**src/ofr_pkg.sv**
```systemverilog
// ofr_pkg: shared widths and register map of the orifice flow meter
// used by ofr_sqrt, ofr_mul, orifice_flow_rate and ofr_checker; depends on nothing

package ofr_pkg;

    localparam int SAMPLE_W   = 12;
    localparam int OFFSET_W   = 12;
    localparam int GAIN_W     = 24;
    localparam int PRESS_W    = 32;
    localparam int ROOT_W     = 16;
    localparam int PROD_W     = GAIN_W + ROOT_W;
    localparam int FLOW_W     = 32;
    localparam int FRAC_SHIFT = 4;
    localparam int Q8_SHIFT   = 8;
    localparam int APB_DATA_W = 32;
    localparam int APB_ADDR_W = 4;

    typedef logic [1:0] reg_idx_t;

    localparam reg_idx_t REG_ENABLE = 2'd0;
    localparam reg_idx_t REG_OFFSET = 2'd1;
    localparam reg_idx_t REG_GAIN   = 2'd2;

endpackage

```
**src/ofr_div.sv**
```systemverilog
// ofr_div: restoring divider, one quotient bit per cycle
// depends on nothing; widths come from the instantiating module

module ofr_div #(
    parameter int NUM_W = 36,
    parameter int DEN_W = 12
) (
    input  logic             clk,
    input  logic             rst_n,
    input  logic             start,
    input  logic [NUM_W-1:0] num,
    input  logic [DEN_W-1:0] den,
    output logic             done,
    output logic [NUM_W-1:0] quo
);

    localparam int CNT_W = $clog2(NUM_W);

    logic             busy_reg, busy_next;
    logic             done_reg, done_next;
    logic [CNT_W-1:0] cnt_reg, cnt_next;
    logic [NUM_W-1:0] shift_reg, shift_next;
    logic [DEN_W-1:0] rem_reg, rem_next;
    logic [DEN_W-1:0] den_reg, den_next;
    logic [DEN_W:0]   rem_sh;
    logic [DEN_W:0]   rem_diff;
    logic             ge;

    // shift in the next dividend bit, subtract when it fits
    assign rem_sh   = {rem_reg, shift_reg[NUM_W-1]};
    assign rem_diff = rem_sh - {1'b0, den_reg};
    assign ge       = rem_sh >= {1'b0, den_reg};

    always_comb
    begin
        busy_next  = busy_reg;
        done_next  = 1'b0;
        cnt_next   = cnt_reg;
        shift_next = shift_reg;
        rem_next   = rem_reg;
        den_next   = den_reg;
        if (start)
        begin
            busy_next  = 1'b1;
            cnt_next   = CNT_W'(NUM_W - 1);
            shift_next = num;
            rem_next   = '0;
            den_next   = den;
        end
        else if (busy_reg)
        begin
            shift_next = {shift_reg[NUM_W-2:0], ge};
            rem_next   = ge ? rem_diff[DEN_W-1:0] : rem_sh[DEN_W-1:0];
            cnt_next   = cnt_reg - 1'b1;
            if (cnt_reg == '0)
            begin
                busy_next = 1'b0;
                done_next = 1'b1;
            end
        end
    end

    always_ff @(posedge clk or negedge rst_n)
    begin
        if (!rst_n)
        begin
            busy_reg <= 1'b0;
            done_reg <= 1'b0;
            cnt_reg  <= '0;
        end
        else
        begin
            busy_reg <= busy_next;
            done_reg <= done_next;
            cnt_reg  <= cnt_next;
        end
    end

    always_ff @(posedge clk)
    begin
        shift_reg <= shift_next;
        rem_reg   <= rem_next;
        den_reg   <= den_next;
    end

    assign done = done_reg;
    assign quo  = shift_reg;

endmodule

```
**src/ofr_sqrt.sv**
```systemverilog
// ofr_sqrt: digit-by-digit integer square root, one root bit per cycle
// depends on ofr_pkg for the radicand and root widths

module ofr_sqrt (
    input  logic                         clk,
    input  logic                         rst_n,
    input  logic                         start,
    input  logic [ofr_pkg::PRESS_W-1:0] radicand,
    output logic                         done,
    output logic [ofr_pkg::ROOT_W-1:0]  root
);

    localparam int RW    = ofr_pkg::ROOT_W;
    localparam int PW    = ofr_pkg::PRESS_W;
    localparam int CNT_W = $clog2(RW);

    logic             busy_reg, busy_next;
    logic             done_reg, done_next;
    logic [CNT_W-1:0] cnt_reg, cnt_next;
    logic [PW-1:0]    rad_reg, rad_next;
    logic [RW:0]      rem_reg, rem_next;
    logic [RW-1:0]    root_reg, root_next;
    logic [RW+2:0]    rem_sh;
    logic [RW+2:0]    trial;
    logic [RW+2:0]    rem_diff;
    logic             ge;

    // bring down the next two radicand bits, try root*4+1
    assign rem_sh   = {rem_reg, rad_reg[PW-1:PW-2]};
    assign trial    = {1'b0, root_reg, 2'b01};
    assign rem_diff = rem_sh - trial;
    assign ge       = rem_sh >= trial;

    always_comb
    begin
        busy_next = busy_reg;
        done_next = 1'b0;
        cnt_next  = cnt_reg;
        rad_next  = rad_reg;
        rem_next  = rem_reg;
        root_next = root_reg;
        if (start)
        begin
            busy_next = 1'b1;
            cnt_next  = CNT_W'(RW - 1);
            rad_next  = radicand;
            rem_next  = '0;
            root_next = '0;
        end
        else if (busy_reg)
        begin
            rad_next  = {rad_reg[PW-3:0], 2'b00};
            rem_next  = ge ? rem_diff[RW:0] : rem_sh[RW:0];
            root_next = {root_reg[RW-2:0], ge};
            cnt_next  = cnt_reg - 1'b1;
            if (cnt_reg == '0)
            begin
                busy_next = 1'b0;
                done_next = 1'b1;
            end
        end
    end

    always_ff @(posedge clk or negedge rst_n)
    begin
        if (!rst_n)
        begin
            busy_reg <= 1'b0;
            done_reg <= 1'b0;
            cnt_reg  <= '0;
        end
        else
        begin
            busy_reg <= busy_next;
            done_reg <= done_next;
            cnt_reg  <= cnt_next;
        end
    end

    always_ff @(posedge clk)
    begin
        rad_reg  <= rad_next;
        rem_reg  <= rem_next;
        root_reg <= root_next;
    end

    assign done = done_reg;
    assign root = root_reg;

endmodule

```
**src/ofr_mul.sv**
```systemverilog
// ofr_mul: shift-add multiplier, one multiplier bit per cycle, lsb first
// depends on ofr_pkg for the gain, root and product widths

module ofr_mul (
    input  logic                        clk,
    input  logic                        rst_n,
    input  logic                        start,
    input  logic [ofr_pkg::GAIN_W-1:0] gain,
    input  logic [ofr_pkg::ROOT_W-1:0] mplier,
    output logic                        done,
    output logic [ofr_pkg::PROD_W-1:0] product
);

    localparam int GW    = ofr_pkg::GAIN_W;
    localparam int RW    = ofr_pkg::ROOT_W;
    localparam int PW    = ofr_pkg::PROD_W;
    localparam int CNT_W = $clog2(RW);

    logic             busy_reg, busy_next;
    logic             done_reg, done_next;
    logic [CNT_W-1:0] cnt_reg, cnt_next;
    logic [PW-1:0]    acc_reg, acc_next;
    logic [GW-1:0]    gain_reg, gain_next;
    logic [GW:0]      part_sum;

    // upper half accumulates, multiplier bits leave from the bottom
    assign part_sum = {1'b0, acc_reg[PW-1:RW]} + (acc_reg[0] ? {1'b0, gain_reg} : '0);

    always_comb
    begin
        busy_next = busy_reg;
        done_next = 1'b0;
        cnt_next  = cnt_reg;
        acc_next  = acc_reg;
        gain_next = gain_reg;
        if (start)
        begin
            busy_next = 1'b1;
            cnt_next  = CNT_W'(RW - 1);
            acc_next  = {{GW{1'b0}}, mplier};
            gain_next = gain;
        end
        else if (busy_reg)
        begin
            acc_next = {part_sum, acc_reg[RW-1:1]};
            cnt_next = cnt_reg - 1'b1;
            if (cnt_reg == '0)
            begin
                busy_next = 1'b0;
                done_next = 1'b1;
            end
        end
    end

    always_ff @(posedge clk or negedge rst_n)
    begin
        if (!rst_n)
        begin
            busy_reg <= 1'b0;
            done_reg <= 1'b0;
            cnt_reg  <= '0;
        end
        else
        begin
            busy_reg <= busy_next;
            done_reg <= done_next;
            cnt_reg  <= cnt_next;
        end
    end

    always_ff @(posedge clk)
    begin
        acc_reg  <= acc_next;
        gain_reg <= gain_next;
    end

    assign done    = done_reg;
    assign product = acc_reg;

endmodule

```
**src/orifice_flow_rate.sv**
```systemverilog
// orifice_flow_rate: top level of the orifice-plate flow meter
// depends on ofr_pkg, ofr_div, ofr_sqrt and ofr_mul
//
//   channel   dir   handshake              payload
//   -------   ---   --------------------   -----------------------------
//   in        in    in_valid / in_stall    sample_mv[11:0]
//   out       out   out_valid / out_stall  flow_rate[31:0], flow_valid
//   cfg       in    apb psel/penable       enable, zero offset, gain
//
// an enabled sample goes from accept to the result beat through setup, the
// serial divider, the serial square root, the serial multiplier and the
// hand-off to the output register
// a sample taken while disabled skips the arithmetic and goes straight to
// the hand-off, reporting the held flow marked invalid
// one sample is in work at a time; the output register lets the next sample
// be taken while the last beat still waits on out_stall
// rst_n clears control state, the registers and the held flow at once

module orifice_flow_rate #(
    parameter int FULL_SCALE_MV   = 3300,
    parameter int MAX_PRESSURE_PA = 3920
) (
    input  logic                           clk,
    input  logic                           rst_n,
    // sample beat
    input  logic                           in_valid,
    output logic                           in_stall,
    input  logic [ofr_pkg::SAMPLE_W-1:0]   sample_mv,
    // result beat
    output logic                           out_valid,
    input  logic                           out_stall,
    output logic [ofr_pkg::FLOW_W-1:0]     flow_rate,
    output logic                           flow_valid,
    // register port
    input  logic                           psel,
    input  logic                           penable,
    input  logic                           pwrite,
    input  logic [ofr_pkg::APB_ADDR_W-1:0] paddr,
    input  logic [ofr_pkg::APB_DATA_W-1:0] pwdata,
    output logic [ofr_pkg::APB_DATA_W-1:0] prdata,
    output logic                           pready
);

    localparam int SW      = ofr_pkg::SAMPLE_W;
    localparam int OW      = ofr_pkg::OFFSET_W;
    localparam int GW      = ofr_pkg::GAIN_W;
    localparam int PRW     = ofr_pkg::PRESS_W;
    localparam int RW      = ofr_pkg::ROOT_W;
    localparam int MW      = ofr_pkg::PROD_W;
    localparam int FW      = ofr_pkg::FLOW_W;
    localparam int FS      = ofr_pkg::FRAC_SHIFT;
    localparam int DW      = ofr_pkg::APB_DATA_W;
    // widths of the pressure mapping follow from the two parameters
    localparam int MAXP_W  = $clog2(MAX_PRESSURE_PA + 1);
    localparam int SPAN_W  = OW + MAXP_W;
    localparam int NUM_W   = SPAN_W + ofr_pkg::Q8_SHIFT;
    localparam int DEN_W   = $clog2(FULL_SCALE_MV + 1);
    localparam int QX_W    = (NUM_W > PRW) ? NUM_W : PRW + 1;

    typedef enum logic [2:0] {
        S_IDLE,
        S_PREP,
        S_DIV,
        S_SQRT,
        S_MUL,
        S_DONE
    } state_t;

    state_t         state_reg, state_next;
    logic           out_valid_reg, out_valid_next;
    logic [FW-1:0]  flow_rate_reg, flow_rate_next;
    logic           flow_valid_reg, flow_valid_next;
    logic [FW-1:0]  last_flow_reg, last_flow_next;
    logic [FW-1:0]  res_flow_reg, res_flow_next;
    logic           res_valid_reg, res_valid_next;
    logic [SW-1:0]  sample_reg, sample_next;

    logic           enable_reg;
    logic [OW-1:0]  offset_reg;
    logic [GW-1:0]  gain_reg;

    logic           cfg_wr;
    ofr_pkg::reg_idx_t cfg_idx;

    logic           in_beat;
    logic           out_beat;

    logic           no_span;
    logic [SW-1:0]  diff;
    logic [SPAN_W-1:0] span;
    logic [NUM_W-1:0]  div_num;
    logic [DEN_W-1:0]  div_den;
    logic           div_start, div_done;
    logic [NUM_W-1:0]  div_quo;
    logic [QX_W-1:0]   quo_x;
    logic [PRW-1:0] pressure;
    logic           sqrt_start, sqrt_done;
    logic [RW-1:0]  root;
    logic           mul_start, mul_done;
    logic [MW-1:0]  product;
    logic [FW-1:0]  flow_sat;

    // ---------------- register port ----------------

    assign pready  = 1'b1;
    assign cfg_wr  = psel & penable & pwrite & pready;
    assign cfg_idx = paddr[3:2];

    always_ff @(posedge clk or negedge rst_n)
    begin
        if (!rst_n)
        begin
            enable_reg <= 1'b0;
            offset_reg <= '0;
            gain_reg   <= '0;
        end
        else if (cfg_wr)
        begin
            case (cfg_idx)
                ofr_pkg::REG_ENABLE: enable_reg <= pwdata[0];
                ofr_pkg::REG_OFFSET: offset_reg <= pwdata[OW-1:0];
                ofr_pkg::REG_GAIN:   gain_reg   <= pwdata[GW-1:0];
                default:             ;
            endcase
        end
    end

    always_comb
    begin
        case (cfg_idx)
            ofr_pkg::REG_ENABLE: prdata = DW'(enable_reg);
            ofr_pkg::REG_OFFSET: prdata = DW'(offset_reg);
            ofr_pkg::REG_GAIN:   prdata = DW'(gain_reg);
            default:             prdata = '0;
        endcase
    end

    // ---------------- pressure mapping ----------------

    // a sample at or below the offset, or an offset at or above full scale,
    // maps to zero pressure; a zero dividend over a unit divisor gives that
    assign no_span = ({1'b0, offset_reg} >= (OW + 1)'(FULL_SCALE_MV))
                   || (sample_reg <= offset_reg);
    assign diff    = sample_reg - offset_reg;
    assign span    = SPAN_W'(diff) * SPAN_W'(MAX_PRESSURE_PA);
    assign div_num = no_span ? '0 : {span, {ofr_pkg::Q8_SHIFT{1'b0}}};
    assign div_den = no_span ? DEN_W'(1) : DEN_W'(FULL_SCALE_MV) - DEN_W'(offset_reg);

    assign div_start = (state_reg == S_PREP);

    ofr_div #(
        .NUM_W (NUM_W),
        .DEN_W (DEN_W)
    ) u_div (
        .clk   (clk),
        .rst_n (rst_n),
        .start (div_start),
        .num   (div_num),
        .den   (div_den),
        .done  (div_done),
        .quo   (div_quo)
    );

    // pressure in q8 saturates at 32 bits when the quotient needs more bits
    assign quo_x    = QX_W'(div_quo);
    assign pressure = (|quo_x[QX_W-1:PRW]) ? '1 : quo_x[PRW-1:0];

    // ---------------- root and gain ----------------

    assign sqrt_start = (state_reg == S_DIV) && div_done;

    ofr_sqrt u_sqrt (
        .clk      (clk),
        .rst_n    (rst_n),
        .start    (sqrt_start),
        .radicand (pressure),
        .done     (sqrt_done),
        .root     (root)
    );

    assign mul_start = (state_reg == S_SQRT) && sqrt_done;

    ofr_mul u_mul (
        .clk     (clk),
        .rst_n   (rst_n),
        .start   (mul_start),
        .gain    (gain_reg),
        .mplier  (root),
        .done    (mul_done),
        .product (product)
    );

    // root is q4, gain q16: drop four bits to land in q16, then saturate
    assign flow_sat = (|product[MW-1:FW+FS]) ? '1 : product[FW+FS-1:FS];

    // ---------------- sequencer and output register ----------------

    assign in_stall  = (state_reg != S_IDLE);
    assign in_beat   = in_valid && !in_stall;
    assign out_beat  = out_valid_reg && !out_stall;

    always_comb
    begin
        state_next      = state_reg;
        out_valid_next  = out_valid_reg;
        flow_rate_next  = flow_rate_reg;
        flow_valid_next = flow_valid_reg;
        last_flow_next  = last_flow_reg;
        res_flow_next   = res_flow_reg;
        res_valid_next  = res_valid_reg;
        sample_next     = sample_reg;

        if (out_beat)
        begin
            out_valid_next = 1'b0;
        end

        case (state_reg)
            S_IDLE:
            begin
                if (in_beat)
                begin
                    sample_next = sample_mv;
                    if (enable_reg)
                    begin
                        state_next = S_PREP;
                    end
                    else
                    begin
                        // disabled: report the held flow, marked invalid
                        res_flow_next  = last_flow_reg;
                        res_valid_next = 1'b0;
                        state_next     = S_DONE;
                    end
                end
            end
            S_PREP:
            begin
                state_next = S_DIV;
            end
            S_DIV:
            begin
                if (div_done)
                begin
                    state_next = S_SQRT;
                end
            end
            S_SQRT:
            begin
                if (sqrt_done)
                begin
                    state_next = S_MUL;
                end
            end
            S_MUL:
            begin
                if (mul_done)
                begin
                    res_flow_next  = flow_sat;
                    res_valid_next = 1'b1;
                    last_flow_next = flow_sat;
                    state_next     = S_DONE;
                end
            end
            S_DONE:
            begin
                // wait for the output register to free up
                if (!out_valid_reg || !out_stall)
                begin
                    out_valid_next  = 1'b1;
                    flow_rate_next  = res_flow_reg;
                    flow_valid_next = res_valid_reg;
                    state_next      = S_IDLE;
                end
            end
            default:
            begin
                state_next = S_IDLE;
            end
        endcase
    end

    always_ff @(posedge clk or negedge rst_n)
    begin
        if (!rst_n)
        begin
            state_reg      <= S_IDLE;
            out_valid_reg  <= 1'b0;
            flow_rate_reg  <= '0;
            flow_valid_reg <= 1'b0;
            last_flow_reg  <= '0;
        end
        else
        begin
            state_reg      <= state_next;
            out_valid_reg  <= out_valid_next;
            flow_rate_reg  <= flow_rate_next;
            flow_valid_reg <= flow_valid_next;
            last_flow_reg  <= last_flow_next;
        end
    end

    always_ff @(posedge clk)
    begin
        res_flow_reg  <= res_flow_next;
        res_valid_reg <= res_valid_next;
        sample_reg    <= sample_next;
    end

    assign out_valid  = out_valid_reg;
    assign flow_rate  = flow_rate_reg;
    assign flow_valid = flow_valid_reg;

endmodule

```
**config.mk**
```make
export PLATFORM = sky130hd
export DESIGN_NAME = orifice_flow_rate
export DESIGN_NICKNAME = d
export VERILOG_FILES = /design/src/ofr_pkg.sv /design/src/ofr_div.sv /design/src/ofr_sqrt.sv /design/src/ofr_mul.sv /design/src/orifice_flow_rate.sv
export SDC_FILE = /design/constraint.sdc
export NUM_CORES = 1
export LEC_CHECK = 0
export ABC_CLOCK_PERIOD_IN_PS = 5600
export BUFFER_PORTS_ARGS = -buffer_cell sky130_fd_sc_hd__buf_4
export CORE_MARGIN = 10
export CORE_UTILIZATION = 40
export CTS_BUF_LIST = sky130_fd_sc_hd__clkbuf_16
export DETAILED_ROUTE_END_ITERATION = 10
export SYNTH_ARGS = -nofsm -noshare
export SYNTH_HDL_FRONTEND = slang
export SYNTH_HIERARCHICAL = 1
export SYNTH_SLANG_ARGS = --single-unit
```
**constraint.sdc**
```tcl
create_clock -name clk -period 5.6 [get_ports clk]
set_clock_uncertainty 0.1 [all_clocks]
set_input_delay 0.84 -clock clk [delete_from_list [all_inputs] [get_ports clk]]
set_output_delay 0.84 -clock clk [all_outputs]
set_load 0.02 [all_outputs]
```
==> results of run 1 <==
cell families after synthesis:
kind of cell	synth area share (%)
XOR/XNOR	4.865
multiplexers	9.316
buffers and inverters	4.315
AO/OA/AOI/OAI	12.23
other	0.03706
adder cells (fa/ha/maj)	10.43
flip-flops	46.10
AND/OR/NAND/NOR	12.71
cells in the mapped netlist (all sizes together), types with 23 or more instances:
cell    count
a211oi     23
a21o       35
a21oi     127
and2       46
buf        44
clkbuf     50
dfrtp     125
dfxtp      69
edfxtp    161
fa         29
ha        116
inv       116
mux2      138
mux2i      33
nand2     109
nand2b     25
nand3      33
nor2      217
nor3       27
o21ai      68
xnor2      70
xor2       31
metal layers:
metal | vias to the layer above | wire length [µm]
li1 | 6999 | -
met1 | 6732 | 20510
met2 | 215 | 20410
met3 | 62 | 2214
met4 | 0 | 909
met5 | - | 0
how the worst max path moves through the flow:
stage                         end  slack, ps          start  cells after the start
floorplan           u_div/quo[28]          6  sample_reg[1]                     23
global placement    u_div/quo[30]       -150  sample_reg[0]                     23
detailed placement  u_div/quo[28]       -180  sample_reg[0]                     24
CTS                 u_div/quo[28]        -10  offset_reg[0]                     23
global route        u_div/quo[29]       -220  sample_reg[1]                     23
finish              u_div/quo[27]         10  sample_reg[1]                     22
stage by stage:
step	worst slack, ps	instances	TNS [ps]	cell area, µm²
floorplan	6.361	1908	0	20410
global placement	-152.0	2682	-479.2	22320
detailed placement	-181.4	2682	-586.4	22320
finish	11.88	2773	0	24220
global route	-224.3	2773	-1486	24220
CTS	-10.87	2767	-10.87	24010
area by class of cell:
type,count,area [µm²],share of cell area [%]
Tap cell,672,840.8,3.471
Sequential cell,355,9345,38.58
Multi-Input combinational cell,1343,10650,43.95
Clock buffer,40,1001,4.132
Inverter,117,439.2,1.813
Timing Repair Buffer,213,1673,6.906
Clock inverter,33,277.8,1.147
worst max-delay path, delay by kind of cell (launching register included):
kind	cells	cell delay (ps)
simple gates	4	270
flops	1	450
xor+xnor	3	570
mux	1	300
fa+ha+maj	5	2190
buf+inv	4	380
compound gates	5	1040
what timing repair did:
action | CTS | global route
gates resized for setup | 59 | 31
pin swaps | 37 | 35
setup endpoints to repair | 8 | 10
buffers inserted | 11 | 8
cloned | 1 | 0
==> results by group, run 1 <==
Floorplanning
  – Io pins: 123
  – Die ar.: 0.06007 mm²
  – Initial Util: 40.40%
  – Cell Rows: 82
  – Die Width: 245.1 µm
  – Die height: 245.1 µm
  – Core area: 0.05017 mm²

Timing
  – Period minus WS final: 5588 ps
  – Slew Viols, Final: 0
  – RSZ-0062 raised after global routing: true
  – Slew @ Worst Pin: 1147 ps
  – Fmax: 179.0 MHz
  – Final setup vio count: 0
  – Final hold viol count: 0
  – Worst slew margin: 23.55%
  – Hold_ws: 238.2 ps
  – Crit share post-route: 99.79%

Worst setup path
  – RR Startpoint: sample_reg[1]
  – Critical Path RT: 5800 ps
  – Startpoint types: flop
  – Slowest CP cell: fa_1
  – RR Endpoint: u_div/quo[27]
  – Flop-to-flop setup slack: 10 ps
  – Max incr delay on CP: 540 ps
  – CP arrival: 5790 ps
  – Crit Path Class: flop to flop
  – R2R cell count: 22
  – Kind of end point of the critical path: flop
  – CP cell instances: buf_6 -> fa_2 -> nand3_4 -> nand2_2 -> a21o_1 -> a21oi_4 -> xnor2_4 -> xor2_1 -> fa_1 -> fa_1 -> inv_1 -> fa_1 -> inv_2 -> ha_4 -> buf_4 -> nand2_2 -> a21o_1 -> a21o_1 -> o21ai_0 -> xnor2_1 -> nor2_1 -> mux2_2
  – Crit-path max FO: 5

Worst hold path
  – Min-Delay Path Class: input pin to async pin

Global routing
  – Grt met2 use: 23.79%
  – GRT Overall Usage: 14.63%
  – Met3 Resource Use GR: 3.258%
  – First-pass GRT wire length: 73,150 µm
  – Pin count of the biggest net entering global routing: 84
  – Most Crowded Layer GR: met2
  – Grt total ovfl: 0
  – Number of global-route vias before repair: 14,070
  – Initial antenna violation count: 0
  – Met1 usage: 19.19%

Route
  – DRT Pass-1 Iters: 5
  – Vias/cell: 5.052
  – Final wirelength: 44,050 µm
  – Final ANT Viol Nets: 0
  – Vias post-DR: 14,010
  – Wire per inst: 15.89 µm
  – Detailed-route DRC error count: 0
  – First DRT Iteration DRCs: 717

Status
  – Status: completed

CTS
  – TritonCTS buffer count: 40
  – CTS root buffer: clkbuf_16
  – Clock Path Buffers: 3
  – CTS clk-pin slew, worst paths: 60 ps
  – TritonCTS clock tree: done
  – Clock Latency Late Sink: 570 ps
  – H-tree depth: 2
  – Post-CTS Hold Fix Bufs: 0
  – TritonCTS Sinks: 355

Flow run
  – Total of max-cap violations: 0

Synthesis
  – Biggest area consumer among synthesized cells: edfxtp_1
  – Synth Cell Area: 0.02027 mm²
  – #FFs+latches synth: 355
  – Ys flop type: edfxtp_1
  – Cells after Synth: 1,889
  – Synth unique cells: 103
  – Top cells by area, synth: edfxtp_1, dfrtp_1, mux2_2, ha_1, dfxtp_1
  – Yosys warning total: 6
  – Top cell type's share of synthesized area: 23.85%
  – Post-synth ARST share: 35.21%
  – Seq/Total Area, Yosys: 46.10%
  – Post-synth EDFFs: 161
  – Average size of a mapped cell: 10.73 µm²

Placement
  – Post-DP HPWL: 32,170 µm
  – Routability cong.: 0.8302
  – I/O Buffers: 103

Final layout
  – Max reg flops: 40
  – Final Core Density: 48.28%
  – Final #Nets: 2,270
  – Most frequent cells in the layout: nor2_1, buf_4, edfxtp_1
  – Layout Area Growth over Synthesis: 19.52%
  – Most common cell after layout, fill and taps aside: nor2_1
  – Layout cells sized above 1: 26.27%
  – Ant. Diodes: 0
  – Filler cell count: 4,541
Power of run 1 is left out: the tool's default activity adds up to more than one toggle a clock period on the data nets, which glitch-free logic cannot reach.
==> inputs of run 2 (changes only) <==
- SYNTH_HIERARCHICAL: 1 -> unset
- TNS_END_PERCENT: unset -> 5
==> run 2 against run 1 <==
The run now ends with setup timing left. Register-to-register slack worse by 100 ps. Non-clock buffer count fell by 28. Critical path depth is 2 higher.
==> results by group, run 2 <==
Global routing
  – Initial antenna violation count: 0 (unchanged)
  – Met1 usage: 19.46% (+0.27 points)
  – Pin count of the biggest net entering global routing: 92 (+9.5%)
  – Number of global-route vias before repair: 13,550 (-3.7%)
  – Grt total ovfl: 0 (unchanged)
  – Met3 Resource Use GR: 2.345% (-0.91 points)
  – GRT Overall Usage: 14.48% (-0.15 points)
  – First-pass GRT wire length: 68,790 µm (-6.0%)
  – Most Crowded Layer GR: met2
  – Grt met2 use: 23.20% (-0.59 points)

Floorplanning
  – Die height: 239.5 µm (-2.3%)
  – Die Width: 239.5 µm (-2.3%)
  – Io pins: 123 (unchanged)
  – Initial Util: 40.38% (about the same)
  – Die ar.: 0.05738 mm² (-4.5%)
  – Cell Rows: 80 (-2.4%)
  – Core area: 0.04775 mm² (-4.8%)

Timing
  – Crit share post-route: 101.6% (+1.8 points)
  – Hold_ws: 245.4 ps (+7.113 ps)
  – Fmax: 175.8 MHz (-1.8%)
  – Period minus WS final: 5690 ps (+101.4 ps)
  – Worst slew margin: 23.99% (+0.44 points)
  – Slew @ Worst Pin: 1140 ps (-6.611 ps)
  – Slack of the critical path: -89.53 ps (-101.4 ps)
  – RSZ-0062 raised after global routing: true
  – Slew Viols, Final: 0 (unchanged)
  – Final setup vio count: 2 (+2)
  – Final hold viol count: 0 (unchanged)

Synthesis
  – Biggest area consumer among synthesized cells: edfxtp_1
  – Cells after Synth: 1,905 (+0.85%)
  – Top cells by area, synth: edfxtp_1, dfrtp_1, ha_1, dfxtp_1, nand2_1
  – Yosys warning total: 0 (-6)
  – Synth unique cells: 71 (-31%)
  – Average size of a mapped cell: 10.12 µm² (-5.7%)
  – Seq/Total Area, Yosys: 48.47% (+2.4 points)
  – Synth Cell Area: 0.01928 mm² (-4.9%)
  – Post-synth ARST share: 35.21% (unchanged)
  – Ys flop type: edfxtp_1
  – #FFs+latches synth: 355 (unchanged)
  – Post-synth EDFFs: 161 (unchanged)
  – Most frequent cell after synthesis: nand2_1
  – Top cell type's share of synthesized area: 25.08% (+1.2 points)
  – Commonest cells in the netlist: nand2_1, nor2_1, edfxtp_1

Worst setup path
  – Max incr delay on CP: 540 ps (about the same)
  – Crit-path max FO: 8 (+3)
  – RR Endpoint: u_div.quo[29]
  – CP arrival: 5880 ps (+90 ps)
  – Critical path origin: offset_reg[1]
  – R2R cell count: 24 (+9.1%)
  – Kind of end point of the critical path: flop
  – Slowest CP cell: fa_1
  – CP Depth: 24 (+9.1%)
  – Buffers and inverters on the worst path: 5 (+1)
  – CP top delay family: adder cells
  – Startpoint types: flop
  – Flop-to-flop setup slack: -90 ps (-100 ps)
  – CP cell instances: inv_1 -> ha_1 -> nor2b_1 -> o2111ai_1 -> nand2_1 -> nor2_1 -> xnor2_1 -> buf_4 -> xnor2_1 -> xnor2_1 -> fa_1 -> fa_1 -> inv_1 -> fa_1 -> inv_1 -> ha_1 -> a21o_1 -> a21oi_1 -> nand2_2 -> nor3_2 -> o41ai_2 -> buf_4 -> xor2_1 -> a22o_1
  – Critical Path RT: 5790 ps (about the same)
  – Crit Path Class: flop to flop
  – RR Startpoint: offset_reg[1]

Placement
  – Post-DP Area: 0.02113 mm² (-5.3%)
  – Routability cong.: 0.8807 (+6.1%)
  – I/O Buffers: 103 (unchanged)
  – Post-DP HPWL: 30,100 µm (-6.4%)
  – Pre-CTS setup slack: -266.4 ps (-84.98 ps)

Route
  – DRT Pass-1 Iters: 5 (unchanged)
  – Final ANT Viol Nets: 0 (unchanged)
  – Vias post-DR: 13,740 (-1.9%)
  – First DRT Iteration DRCs: 662 (-7.7%)
  – Vias/cell: 5.112 (+1.2%)
  – Final wirelength: 41,680 µm (-5.4%)
  – Detailed-route DRC error count: 0 (unchanged)
  – Wire per inst: 15.51 µm (-2.4%)

Flow run
  – Total of max-cap violations: 0 (unchanged)

Final layout
  – FF+latch area: 0.009344 mm² (about the same)
  – Ant. Diodes: 0 (unchanged)
  – Most common cell after layout, fill and taps aside: nand2_1
  – Multi-input logic area: 0.009268 mm² (-13%)
  – Most frequent cells in the layout: nand2_1, buf_4, nor2_1
  – Layout Area Growth over Synthesis: 16.50%
  – Filler cell count: 4,424 (-2.6%)
  – Final Core Density: 47.04% (-1.2 points)
  – Design Area, Final: 0.02246 mm² (-7.3%)
  – Final #Nets: 2,243 (-1.2%)
  – Max reg flops: 40 (unchanged)
  – Layout cells sized above 1: 16.55% (-9.7 points)

CTS
  – Clock Latency Late Sink: 550 ps (-20 ps)
  – TritonCTS buffer count: 39 (-2.5%)
  – CTS clk-pin slew, worst paths: 60 ps (about the same)
  – TritonCTS Sinks: 355 (unchanged)
  – Clock Path Buffers: 3 (unchanged)
  – H-tree depth: 2 (unchanged)
  – CTS root buffer: clkbuf_16
  – TritonCTS clock tree: done

Worst hold path
  – Min-Delay Path Class: input pin to async pin

Status
  – Status: complete, but fails checks
  – Failing checks: setup timing
-- run 2: cells by family (layout without fill, tap and decap cells) --
group	count (synthesis)	after routing	share of synthesized area, %
and+or+nand+nor	588	588	13.75
AOI/OAI and AO/OA	391	391	12.25
DFF	355	355	48.47
buffers and inverters	218	379	4.510
adders and majority gates	151	151	10.85
xor gates and xnor gates	100	100	4.582
muxes	100	100	5.562
other	2	9	0.03895
-- run 2: final cells by class --
class | count | area share (%)
Clock buffer | 39 | 4.345
Clock inverter | 32 | 1.109
Inverter | 123 | 2.056
Multi-Input combinational cell | 1339 | 41.26
Sequential cell | 355 | 41.60
Tap cell | 615 | 3.426
Timing Repair Buffer | 185 | 6.200
-- run 2: worst max path at each step --
stage | endpoint | slack [ps]
after floorplan | u_div.quo[31] | -20
after global placement | u_div.quo[31] | -230
after detailed placement | u_div.quo[31] | -270
after CTS | u_div.quo[31] | -170
after global routing | u_div.quo[31] | -480
final | u_div.quo[29] | -90
-- run 2: stage by stage --
stage	std cells	setup TNS [ps]
final	2688	-163.4
after detailed placement	2611	-763.2
after global routing	2688	-1964
after CTS	2687	-273.3
after global placement	2611	-671.3
after floorplan	1912	-25.49
-- run 2: timing repair --
action	in CTS	in global routing
resized for setup	11	3
setup endpoints to repair	6	7
hold buffers	0	0
setup buffers	5	1
pin swaps	23	16
-- run 2: per-layer routing --
metal,wire length (µm),vias to the layer above
met1,19610,6549
met3,1978,65
met5,0,-
li1,-,6862
met4,1167,0
met2,18920,266
Power of run 2 is left out for the same reason.
==> inputs of run 3 (changes only) <==
- SYNTH_HIERARCHICAL: unset -> 1
==> run 3 against run 2 <==
Routed wire length increased by 5.0%. Clock-buffer cell count increased by 1. Via count increased by 1.6%. Die area increased by 4.7%. Non-clock buffer count increased by 19. Highest routed layer unchanged. First-iteration DRC count increased by 17%. Global-route usage increased by 0.15 points. Core utilization increased by 0.75 points. Maximum frequency increased by 1.5%. Final cell count increased by 2.8%. Critical path depth decreased by 2. The flow still finishes with violations (setup timing). Register-to-register slack improved by 80 ps.
==> results by group, run 3 (synthesized netlist as in run 1, its figures left out) <==
Final layout
  – Design Area, Final: 0.02398 mm² (+6.8%)
  – Most frequent cells in the layout: nor2_1, buf_4, edfxtp_1
  – Max reg flops: 40 (unchanged)
  – Most common cell after layout, fill and taps aside: nor2_1
  – Ant. Diodes: 0 (unchanged)
  – Final #Nets: 2,261 (+0.80%)
  – Non-filler instance count after layout: 2,764 (+2.8%)
  – Layout cells sized above 1: 24.71% (+8.2 points)
  – Layout Area Growth over Synthesis: 18.32%

Route
  – Wire length on met1: 20,670 µm (+5.4%)
  – Met3 WL: 2016 µm (+1.9%)
  – Final ANT Viol Nets: 0 (unchanged)
  – Length of routed met2 wiring: 20,200 µm (+6.8%)
  – Vias/cell: 5.054 (-1.2%)
  – Vias post-DR: 13,970 (+1.6%)
  – First DRT Iteration DRCs: 772 (+17%)
  – Final wirelength: 43,770 µm (+5.0%)
  – Detailed-route DRC error count: 0 (unchanged)
  – DRT Pass-1 Iters: 6 (+1)
  – Top Metal Used: met4
  – Wire per inst: 15.84 µm (+2.1%)

Worst setup path
  – Flop-to-flop setup slack: -5 ps (+80 ps)
  – Kind of end point of the critical path: flop
  – Crit-path max FO: 13 (+5)
  – RR Startpoint: offset_reg[0]
  – R2R cell count: 22 (-8.3%)
  – Critical Path RT: 5800 ps (about the same)
  – RR Endpoint: u_div/quo[28]
  – Startpoint types: flop
  – Crit Path Class: flop to flop
  – CP arrival: 5800 ps (-80 ps)

CTS
  – TritonCTS Sinks: 355 (unchanged)
  – CTS clk-pin slew, worst paths: 60 ps (about the same)
  – Clock Path Buffers: 3 (unchanged)
  – H-tree depth: 2 (unchanged)
  – TritonCTS buffer count: 40 (+2.6%)
  – TritonCTS clock tree: done
  – Clock Latency Late Sink: 570 ps (+20 ps)
  – CTS root buffer: clkbuf_16

Status
  – Status: complete, but fails checks
  – Failing checks: setup timing

Placement
  – Post-DP Area: 0.02232 mm² (+5.6%)
  – # placed instances: 2,682 (+2.7%)
  – I/O Buffers: 103 (unchanged)
  – Routability cong.: 0.8302 (-5.7%)
  – Post-DP HPWL: 32,170 µm (+6.9%)

Global routing
  – Initial antenna violation count: 0 (unchanged)
  – First-pass GRT wire length: 73,130 µm (+6.3%)
  – GRT Overall Usage: 14.63% (+0.15 points)
  – Pin count of the biggest net entering global routing: 84 (-8.7%)
  – Grt total ovfl: 0 (unchanged)
  – Number of global-route vias before repair: 14,040 (+3.6%)

Timing
  – Slew @ Worst Pin: 1137 ps (-3.381 ps)
  – Crit share post-route: 100.1% (-1.5 points)
  – Fmax: 178.4 MHz (+1.5%)
  – Slew Viols, Final: 0 (unchanged)
  – Slack of the critical path: -5.228 ps (+84.30 ps)
  – Final hold viol count: 0 (unchanged)
  – RSZ-0062 raised after global routing: true
  – Period minus WS final: 5605 ps (-84.30 ps)
  – Final setup vio count: 2 (unchanged)
  – Worst slew margin: 24.21% (+0.23 points)
  – Final TNS setup: -6.519 ps (+156.9 ps)

Floorplanning
  – Cell Rows: 82 (+2.5%)
  – Die ar.: 0.06007 mm² (+4.7%)
  – Core area: 0.05017 mm² (+5.1%)
  – Die Width: 245.1 µm (+2.3%)
  – Io pins: 123 (unchanged)
  – Initial Util: 40.40% (about the same)
  – Die height: 245.1 µm (+2.3%)

Flow run
  – Total of max-cap violations: 0 (unchanged)

Worst hold path
  – Min-Delay Path Class: input pin to async pin
run 3: cell types whose count changed in the layout (fill, tap and decap cells not counted), moves of 12 or more:
cell	delta
buf_4	+14
mux2_2	+77
nand2b_1	+16
nor2_1	+32
conb_1	+12
nand2_1	-112
a21oi_1	-27
xnor2_1	-13
o21ai_0	-55
run 3: through the flow:
stage | setup slack [ps] | util (%) | hold WS, ps
after floorplan | 6.361 | - | 334.6
after global placement | -152.0 | 44.49 | 345.9
after detailed placement | -181.4 | 44.49 | 353.9
after CTS | -22.14 | 47.70 | 240.4
after global routing | -267.9 | 47.80 | 284.8
final | -5.228 | 47.80 | 241.9
run 3: final cells by class:
class	count	area [µm²]
multi-input cells	1343	10510
clock buffers	40	1001
fillers	4571	26190
clock inverters	33	277.8
inverters	117	439.2
well taps	672	840.8
flip-flops and latches	355	9344
repair buffers	204	1563
run 3: repair_timing:
action	4_1_cts	5_1_grt
cloned	1	0
hold buffers	0	0
pin swaps	35	14
endpoints found under the hold margin	0	0
resized for setup	45	9
setup buffers	8	0
endpoints found under the setup margin	8	10
run 3: metal layers:
layer / global-route usage (%) / vias up
met5: 0 / -
met4: 4.183 / 0
met3: 3.117 / 59
met2: 23.75 / 193
met1: 19.33 / 6734
li1: - / 6982
run 3: worst max path at each step:
stage                              from             to  slack (ps)  depth (start not counted)
after floorplan           sample_reg[1]  u_div/quo[28]           6                         23
after global placement    sample_reg[0]  u_div/quo[30]        -150                         23
after detailed placement  sample_reg[0]  u_div/quo[28]        -180                         24
after CTS                 offset_reg[0]  u_div/quo[30]         -20                         22
after global routing      offset_reg[0]  u_div/quo[28]        -270                         23
final                     offset_reg[0]  u_div/quo[28]          -5                         22
run 3: critical path, cell delays in order, from the launching register on:
cell       delay, ps
dfrtp_1          420
buf_4            190
ha_1             220
nor2b_4          140
o2111ai_2        130
and3_4           200
xnor2_2          140
buf_12           160
maj3_1           380
fa_1             500
fa_1             550
inv_1             60
fa_1             530
inv_1             40
ha_1             230
a21o_1           210
a21o_1           180
a21oi_1          130
nor2b_1           60
a311oi_2         250
xor2_1           170
nor2_1            50
mux2_4           290
Power of run 3 is left out for the same reason.
